`src/sv/gfrma_pkg.sv`:
```
// Shared types and constants for the GF(16) region multiply-add unit.
`default_nettype none
package gfrma_pkg;
   localparam int NIB_W       = 4;
   localparam int MAX_NIBBLES = 16;
   localparam int WORD_W      = NIB_W * MAX_NIBBLES;
   localparam int POLY_W      = 5;
   localparam logic [POLY_W-1:0] POLY_RESET = 5'd19;

   typedef enum logic [1:0] {
      OP_ADD  = 2'd0,
      OP_MUL  = 2'd1,
      OP_MADD = 2'd2,
      OP_PASS = 2'd3
   } opcode_type;

   typedef logic [NIB_W-1:0] nibble_type;

   typedef struct packed {
      opcode_type                 op;
      logic [WORD_W-1:0]          dest;
      logic [WORD_W-1:0]          operand;
      nibble_type [NIB_W-1:0]     mult;
      logic                       last;
   } expand_type;

   typedef struct packed {
      opcode_type        op;
      logic [WORD_W-1:0] dest;
      logic [WORD_W-1:0] operand;
      logic [WORD_W-1:0] prod;
      logic              last;
   } product_type;

   function automatic nibble_type times_x(nibble_type a, nibble_type taps);
      nibble_type r;
      r = {a[NIB_W-2:0], 1'b0};
      if (a[NIB_W-1]) begin
         r = r ^ taps;
      end
      return r;
   endfunction
endpackage
`default_nettype wire

```
`src/sv/gfrma_coef_expand.sv`:
```
// First stage: coefficient times powers of x, operand selection.
`default_nettype none
module gfrma_coef_expand (
   input  wire logic                                  clock,
   input  wire logic                                  reset,
   input  wire logic                                  in_valid,
   output logic                                       in_ready,
   input  wire gfrma_pkg::opcode_type                 in_op,
   input  wire logic [gfrma_pkg::WORD_W-1:0]          in_dest,
   input  wire logic [gfrma_pkg::WORD_W-1:0]          in_src,
   input  wire gfrma_pkg::nibble_type                 in_coef,
   input  wire logic                                  in_last,
   input  wire logic [gfrma_pkg::POLY_W-1:0]          poly,
   output logic                                       out_valid,
   input  wire logic                                  out_ready,
   output gfrma_pkg::expand_type                      out_item
);
   import gfrma_pkg::*;

   logic       valid_ff;
   expand_type item_ff;
   expand_type item_in;
   nibble_type taps;

   assign taps = poly[NIB_W-1:0];
   assign in_ready = !valid_ff || out_ready;

   always_comb begin
      item_in.op      = in_op;
      item_in.dest    = in_dest;
      item_in.operand = (in_op == OP_MUL) ? in_dest : in_src;
      item_in.last    = in_last;
      item_in.mult[0] = in_coef;
      for (int k = 1; k < NIB_W; k++) begin
         item_in.mult[k] = times_x(item_in.mult[k-1], taps);
      end
   end

   always_ff @(posedge clock) begin
      if (reset) begin
         valid_ff <= 1'b0;
      end else if (in_ready) begin
         valid_ff <= in_valid;
      end
   end

   always_ff @(posedge clock) begin
      if (in_ready && in_valid) begin
         item_ff <= item_in;
      end
   end

   assign out_valid = valid_ff;
   assign out_item  = item_ff;
endmodule
`default_nettype wire

```
`src/sv/gfrma_nibble_mul.sv`:
```
// Second stage: per-nibble carry-less product from the expanded coefficient.
`default_nettype none
module gfrma_nibble_mul (
   input  wire logic                  clock,
   input  wire logic                  reset,
   input  wire logic                  in_valid,
   output logic                       in_ready,
   input  wire gfrma_pkg::expand_type in_item,
   output logic                       out_valid,
   input  wire logic                  out_ready,
   output gfrma_pkg::product_type     out_item
);
   import gfrma_pkg::*;

   logic        valid_ff;
   product_type item_ff;
   product_type item_in;

   assign in_ready = !valid_ff || out_ready;

   always_comb begin
      item_in.op      = in_item.op;
      item_in.dest    = in_item.dest;
      item_in.operand = in_item.operand;
      item_in.last    = in_item.last;
      item_in.prod    = '0;
      for (int i = 0; i < MAX_NIBBLES; i++) begin
         for (int k = 0; k < NIB_W; k++) begin
            if (in_item.operand[i*NIB_W+k]) begin
               item_in.prod[i*NIB_W +: NIB_W] =
                  item_in.prod[i*NIB_W +: NIB_W] ^ in_item.mult[k];
            end
         end
      end
   end

   always_ff @(posedge clock) begin
      if (reset) begin
         valid_ff <= 1'b0;
      end else if (in_ready) begin
         valid_ff <= in_valid;
      end
   end

   always_ff @(posedge clock) begin
      if (in_ready && in_valid) begin
         item_ff <= item_in;
      end
   end

   assign out_valid = valid_ff;
   assign out_item  = item_ff;
endmodule
`default_nettype wire

```
`src/sv/gf16_region_multiply_add_unit.sv`:
```
// Top level of the GF(16) region multiply-add unit with output stage.
// Takes one word item per cycle and returns its result through
// a three-stage pipeline: coefficient expansion, nibble products, result select.
// Throughput is one item per cycle whenever rsp_tready is high; a stall holds every
// full stage. Write the polynomial on the csr port only while no item is in flight.
`default_nettype none
module gf16_region_multiply_add_unit #(
   parameter int WORD_NIBBLES = 16
) (
   input  wire logic         clock,
   input  wire logic         reset,
   input  wire logic         req_tvalid,
   output logic              req_tready,
   // opcode[1:0], dest_word[65:2], src_word[129:66], coefficient[133:130], zero[135:134]
   input  wire logic [135:0] req_tdata,
   input  wire logic         req_tlast,
   output logic              rsp_tvalid,
   input  wire logic         rsp_tready,
   // result_word[63:0]
   output logic [63:0]       rsp_tdata,
   output logic              rsp_tlast,
   input  wire logic         csr_valid,
   output logic              csr_ready,
   input  wire logic [4:0]   csr_wdata
);
   import gfrma_pkg::*;

   logic [POLY_W-1:0] poly_ff;
   logic              exp_valid;
   logic              exp_ready;
   expand_type        exp_item;
   logic              mul_valid;
   logic              mul_ready;
   product_type       mul_item;
   logic              rsp_valid_ff;
   logic [WORD_W-1:0] rsp_data_ff;
   logic [WORD_W-1:0] rsp_data_in;
   logic              rsp_last_ff;
   logic [WORD_W-1:0] nibble_mask;

   assign csr_ready = 1'b1;

   always_ff @(posedge clock) begin
      if (reset) begin
         poly_ff <= POLY_RESET;
      end else if (csr_valid) begin
         poly_ff <= csr_wdata;
      end
   end

   gfrma_coef_expand u_expand (
      .clock     (clock),
      .reset     (reset),
      .in_valid  (req_tvalid),
      .in_ready  (req_tready),
      .in_op     (opcode_type'(req_tdata[1:0])),
      .in_dest   (req_tdata[65:2]),
      .in_src    (req_tdata[129:66]),
      .in_coef   (req_tdata[133:130]),
      .in_last   (req_tlast),
      .poly      (poly_ff),
      .out_valid (exp_valid),
      .out_ready (exp_ready),
      .out_item  (exp_item)
   );

   gfrma_nibble_mul u_mul (
      .clock     (clock),
      .reset     (reset),
      .in_valid  (exp_valid),
      .in_ready  (exp_ready),
      .in_item   (exp_item),
      .out_valid (mul_valid),
      .out_ready (mul_ready),
      .out_item  (mul_item)
   );

   assign mul_ready = !rsp_valid_ff || rsp_tready;

   always_comb begin
      for (int i = 0; i < MAX_NIBBLES; i++) begin
         nibble_mask[i*NIB_W +: NIB_W] = (i < WORD_NIBBLES) ? '1 : '0;
      end
      case (mul_item.op)
         OP_ADD:  rsp_data_in = mul_item.dest ^ mul_item.operand;
         OP_MUL:  rsp_data_in = mul_item.prod;
         OP_MADD: rsp_data_in = mul_item.dest ^ mul_item.prod;
         default: rsp_data_in = mul_item.dest;
      endcase
      rsp_data_in = rsp_data_in & nibble_mask;
   end

   always_ff @(posedge clock) begin
      if (reset) begin
         rsp_valid_ff <= 1'b0;
      end else if (mul_ready) begin
         rsp_valid_ff <= mul_valid;
      end
   end

   always_ff @(posedge clock) begin
      if (mul_ready && mul_valid) begin
         rsp_data_ff <= rsp_data_in;
         rsp_last_ff <= mul_item.last;
      end
   end

   assign rsp_tvalid = rsp_valid_ff;
   assign rsp_tdata  = rsp_data_ff;
   assign rsp_tlast  = rsp_last_ff;

   a_reset_empty: assert property (@(posedge clock) reset |=> !rsp_tvalid)
      else $error("output valid after reset");
   a_csr_write: assert property (@(posedge clock) disable iff (reset)
      csr_valid |=> poly_ff == $past(csr_wdata))
      else $error("polynomial register not updated");
   a_empty_accepts: assert property (@(posedge clock) disable iff (reset)
      !rsp_tvalid |-> req_tready)
      else $error("pipeline stalled with empty output");
   a_upper_zero: assert property (@(posedge clock) disable iff (reset)
      rsp_tvalid |-> (rsp_tdata & ~nibble_mask) == '0)
      else $error("unused nibbles not zero");
endmodule
`default_nettype wire

```
`config.mk`:
```
export PLATFORM = sky130hd
export DESIGN_NAME = gf16_region_multiply_add_unit
export DESIGN_NICKNAME = d
export VERILOG_FILES = /design/src/sv/gfrma_pkg.sv /design/src/sv/gfrma_coef_expand.sv /design/src/sv/gfrma_nibble_mul.sv /design/src/sv/gf16_region_multiply_add_unit.sv
export SDC_FILE = /design/constraint.sdc
export NUM_CORES = 1
export LEC_CHECK = 0
export BUFFER_PORTS_ARGS = -buffer_cell sky130_fd_sc_hd__buf_2
export CORE_ASPECT_RATIO = 0.75
export CORE_MARGIN = 3
export CORE_UTILIZATION = 61
export CTS_BUF_LIST = sky130_fd_sc_hd__clkbuf_4
export DETAILED_ROUTE_END_ITERATION = 6
export GPL_TIMING_DRIVEN = 0
export HOLD_SLACK_MARGIN = 0.06
export PLACE_DENSITY = 0.82
export SYNTH_ARGS = -nofsm -noshare
export SYNTH_HDL_FRONTEND = slang
export SYNTH_SLANG_ARGS = --single-unit
export TNS_END_PERCENT = 5
```
`constraint.sdc`:
```
create_clock -name clock -period 22 [get_ports clock]
set_input_delay 4.4 -clock clock [delete_from_list [all_inputs] [get_ports clock]]
set_output_delay 4.4 -clock clock [all_outputs]
set_load 0.02 [all_outputs]
```
==> results by group <==
Routing
  – Routed vias: approximately 14k
  – Initial DRC count: approximately 2k
  – First-pass iteration count of the detailed router: 6
  – Post-route ant nets: 0
  – Vias per cell: 5.97
  – Post-DR wirelength/cell: around 21 µm
  – DRC: 0
  – Total detailed-routing wirelength: ~51000 µm

Critical path
  – Critical path peak fanout: 6
  – CP arrival: between 5 and 6 ns
  – Crit path capture type: primary output
  – Worst Path Required: 17.60 ns
  – Worst Setup Start Kind: primary input
  – Crit Path Class: in -> out

STA
  – Minimum clock period: 9.89 ns
  – Relative slew slack: between 30% and 40%
  – Final period utilization: 45.0%
  – Fmax: between 0.1 and 0.15 GHz
  – Slew @ Worst Pin: 1.04 ns
  – RSZ-0062 raised after global routing: false
  – Final Skew: 0.0535 ns
  – Final Hold Fails: 0
  – Fin worst setup slack: 12.11 ns
  – Max-slew violations: 0
  – Setup violations, final: 0

Floorplan
  – Io pins: 215
  – Num rows: 55
  – Total core area: 30800 µm²
  – Initial Util: 63.1%
  – Die Y-Extent: between 150 and 200 µm
  – Die width: 212 µm
  – Die ar.: approximately 34000 µm²

Worst hold path
  – Hold crit path type: reg -> reg

Power
  – PwrDens: around 84 nW/µm²
  – Worst VDD drop: 0.0000479 V
  – Leakage: 8.42 nW

Global routing
  – Vias in the first global route: 14.2k
  – Initial antenna violation count: 4
  – Grt total ovfl: 0
  – First-pass GRT wire length: 77000 µm
  – Largest net degree at the start of global routing: 33
  – Global Route Usage Sum: 29.8%

Clock network
  – H-tree levels: 3
  – Clk_lat worst skew: about 0.81 ns
  – Post-CTS Hold Buffers: 0
  – Worst-path clk slew: about 0.06 ns
  – CTS root buf: clkbuf_4
  – # Post-CTS Setup Buffers: 0
  – Clock Tree Buf Depth: 3
  – CTS Sinks: 414
  – CTS tree: built
  – Total CTS buffers: 96
  – # resized after CTS: 0

Logic synthesis
  – Synth top area cells: edfxtp_1 (63%), xnor2_1 (6.0%), nand2_1 (5.3%), mux2_2 (3.7%), a21oi_1 (3.3%)
  – Yosys top cell area share: 62.9%
  – Post-synth cell types: 36
  – Post-Synth Simple-Gate Area: 9.02%
  – Compound-Gate Fraction of Synth Area: 10.3%
  – Avg Inst Size Synth: approximately 12 µm²
  – Mapped Nets: 1742
  – Syn Inst Count: 1595
  – Largest family of logic cells by synthesized area: compound AO/OA/AOI/OAI gates
  – Post-synthesis instance area: 19400 µm²
  – Leading area contributor after synthesis: edfxtp_1
  – Primary FF master, synth: edfxtp_1
  – Register area share after synthesis: between 60% and 70%
  – Adder-Cell Fraction of Synth Area: 0%
  – FF+latch count, synth: 414
  – Multiplexer share of the synthesized area: 4.35%
  – Synth async-reset ratio: 0%
  – Commonest cells in the netlist: edfxtp_1 (407), nand2_1 (276), xnor2_1 (133)
  – Most common cell in the netlist: edfxtp_1
  – Number of synthesized flops with an enable pin: 407
  – YS warnings: 0
  – Xor/xnor share of the synthesized area: 9.36%

Layout
  – Nets: about 2.1k
  – Layout cells sized above 1: 23.8%
  – Area Growth Syn to Fin: 16.3%
  – Final Instance Count excl. Fillers: 2394

Placed design
  – Detailed Place HPWL: 34500 µm
  – Setup WS pre-CTS: between 10 and 15 ns
  – RePlAce Congestion: 0.907
  – IO buf count: 210
  – Post-Place Cells: 2220

Run status
  – Status: finished, final reports clean

Job
  – Max-capacitance violation count: 0
[sequential cells by signal, summed over array words and instances (netlist names)]
register,cells
rsp_tlast,1
u_mul.out_item,195
poly_ff,4
u_expand.out_valid,1
rsp_tvalid,1
rsp_tdata,64
u_mul.out_valid,1
u_expand.out_item,147
[layer usage]
layer	global-route usage, %	part of all wire, %	up-vias
met5	0	0.024	-
met4	14.5	4.3	2
met3	8.63	13	187
met2	44.9	46	1005
met1	40.0	37	6762
li1	-	-	6345
[power breakdown]
group / internal [mW] / switching, mW
clock network: 0.314 / 0.303
registers: 0.950 / 0.0433
logic: 0.120 / 0.160
total: 1.38 / 0.506
[path summary, 6_finish.rpt]
check	startpoint	to	slack, ns	cells past startpoint
max	rsp_tready	req_tready	12.11	4
min	u_expand.out_item[135]	u_mul.out_item[183]	0.41	0
max reg2reg	u_expand.out_item[13]	u_mul.out_item[41]	19.53	5
min reg2reg	u_expand.out_item[135]	u_mul.out_item[183]	0.41	0
[layout make-up]
cell class                 instances  area, µm²
tap                              399        499
fill                            2011       8170
buffer                            94        409
clock inverter                    32        179
timing repair buffer             226       1410
antenna                            3       7.51
inverter                          63        236
multi-input combinational       1024       6450
sequential                       414      12400
clock buffer                     139       1040
[stage by stage]
step	power [mW]	TNS [ns]	area, µm²	util [%]	hold slack [ns]
after floorplan	1.19	0	19400	-	0.400
after global placement	1.28	-752.61	21000	68.2	0.400
after detailed placement	1.28	0	21400	69.5	0.405
after CTS	1.89	0	22600	73.4	0.420
after global routing	1.97	0	22600	73.5	0.422
final	1.89	0	22600	73.5	0.408
[cell usage in the layout, fill, tap and decap left out, types with 2 or more instances in the layout]
master     synthesis  routed
a211o_1            2       2
a21oi_1          128     128
a31oi_1           55      54
a31oi_4            1       2
and2_1             3       3
buf_1              6       6
buf_12             0      11
buf_16             0       5
buf_2             21     231
buf_4              4       4
buf_6              2       2
bufinv_16          0       2
clkbuf_1          61      61
clkbuf_4           0     139
clkinv_1           0      22
clkinv_2           0       5
dfxtp_1            7       7
diode_2            0       3
edfxtp_1         407     407
inv_1             63      63
inv_2              0       3
mux2_2            64      64
mux2i_1           11      11
nand2_1          276     276
nand2b_1          58      58
nand3b_1           6       6
nor2_1            59      59
nor2b_1            7       6
o21a_1            60      60
o21ai_0           13      13
o21ai_1            7       7
o22ai_1           59      59
xnor2_1          133     133
xor2_1            72      72
[worst max-delay path, stage by stage]
cell and delay, ns:
buf_2 0.10, nor2b_1 0.58, nand3_1 0.20, buf_2 0.21
[cells by family after synthesis]
kind of cell              count (synthesis)
AOI/OAI and AO/OA                       329
xor gates and xnor gates                206
buffers and inverters                   157
DFF                                     414
muxes                                    76
other                                     1
and+or+nand+nor                         412
Power figures use the tool's default switching activity.
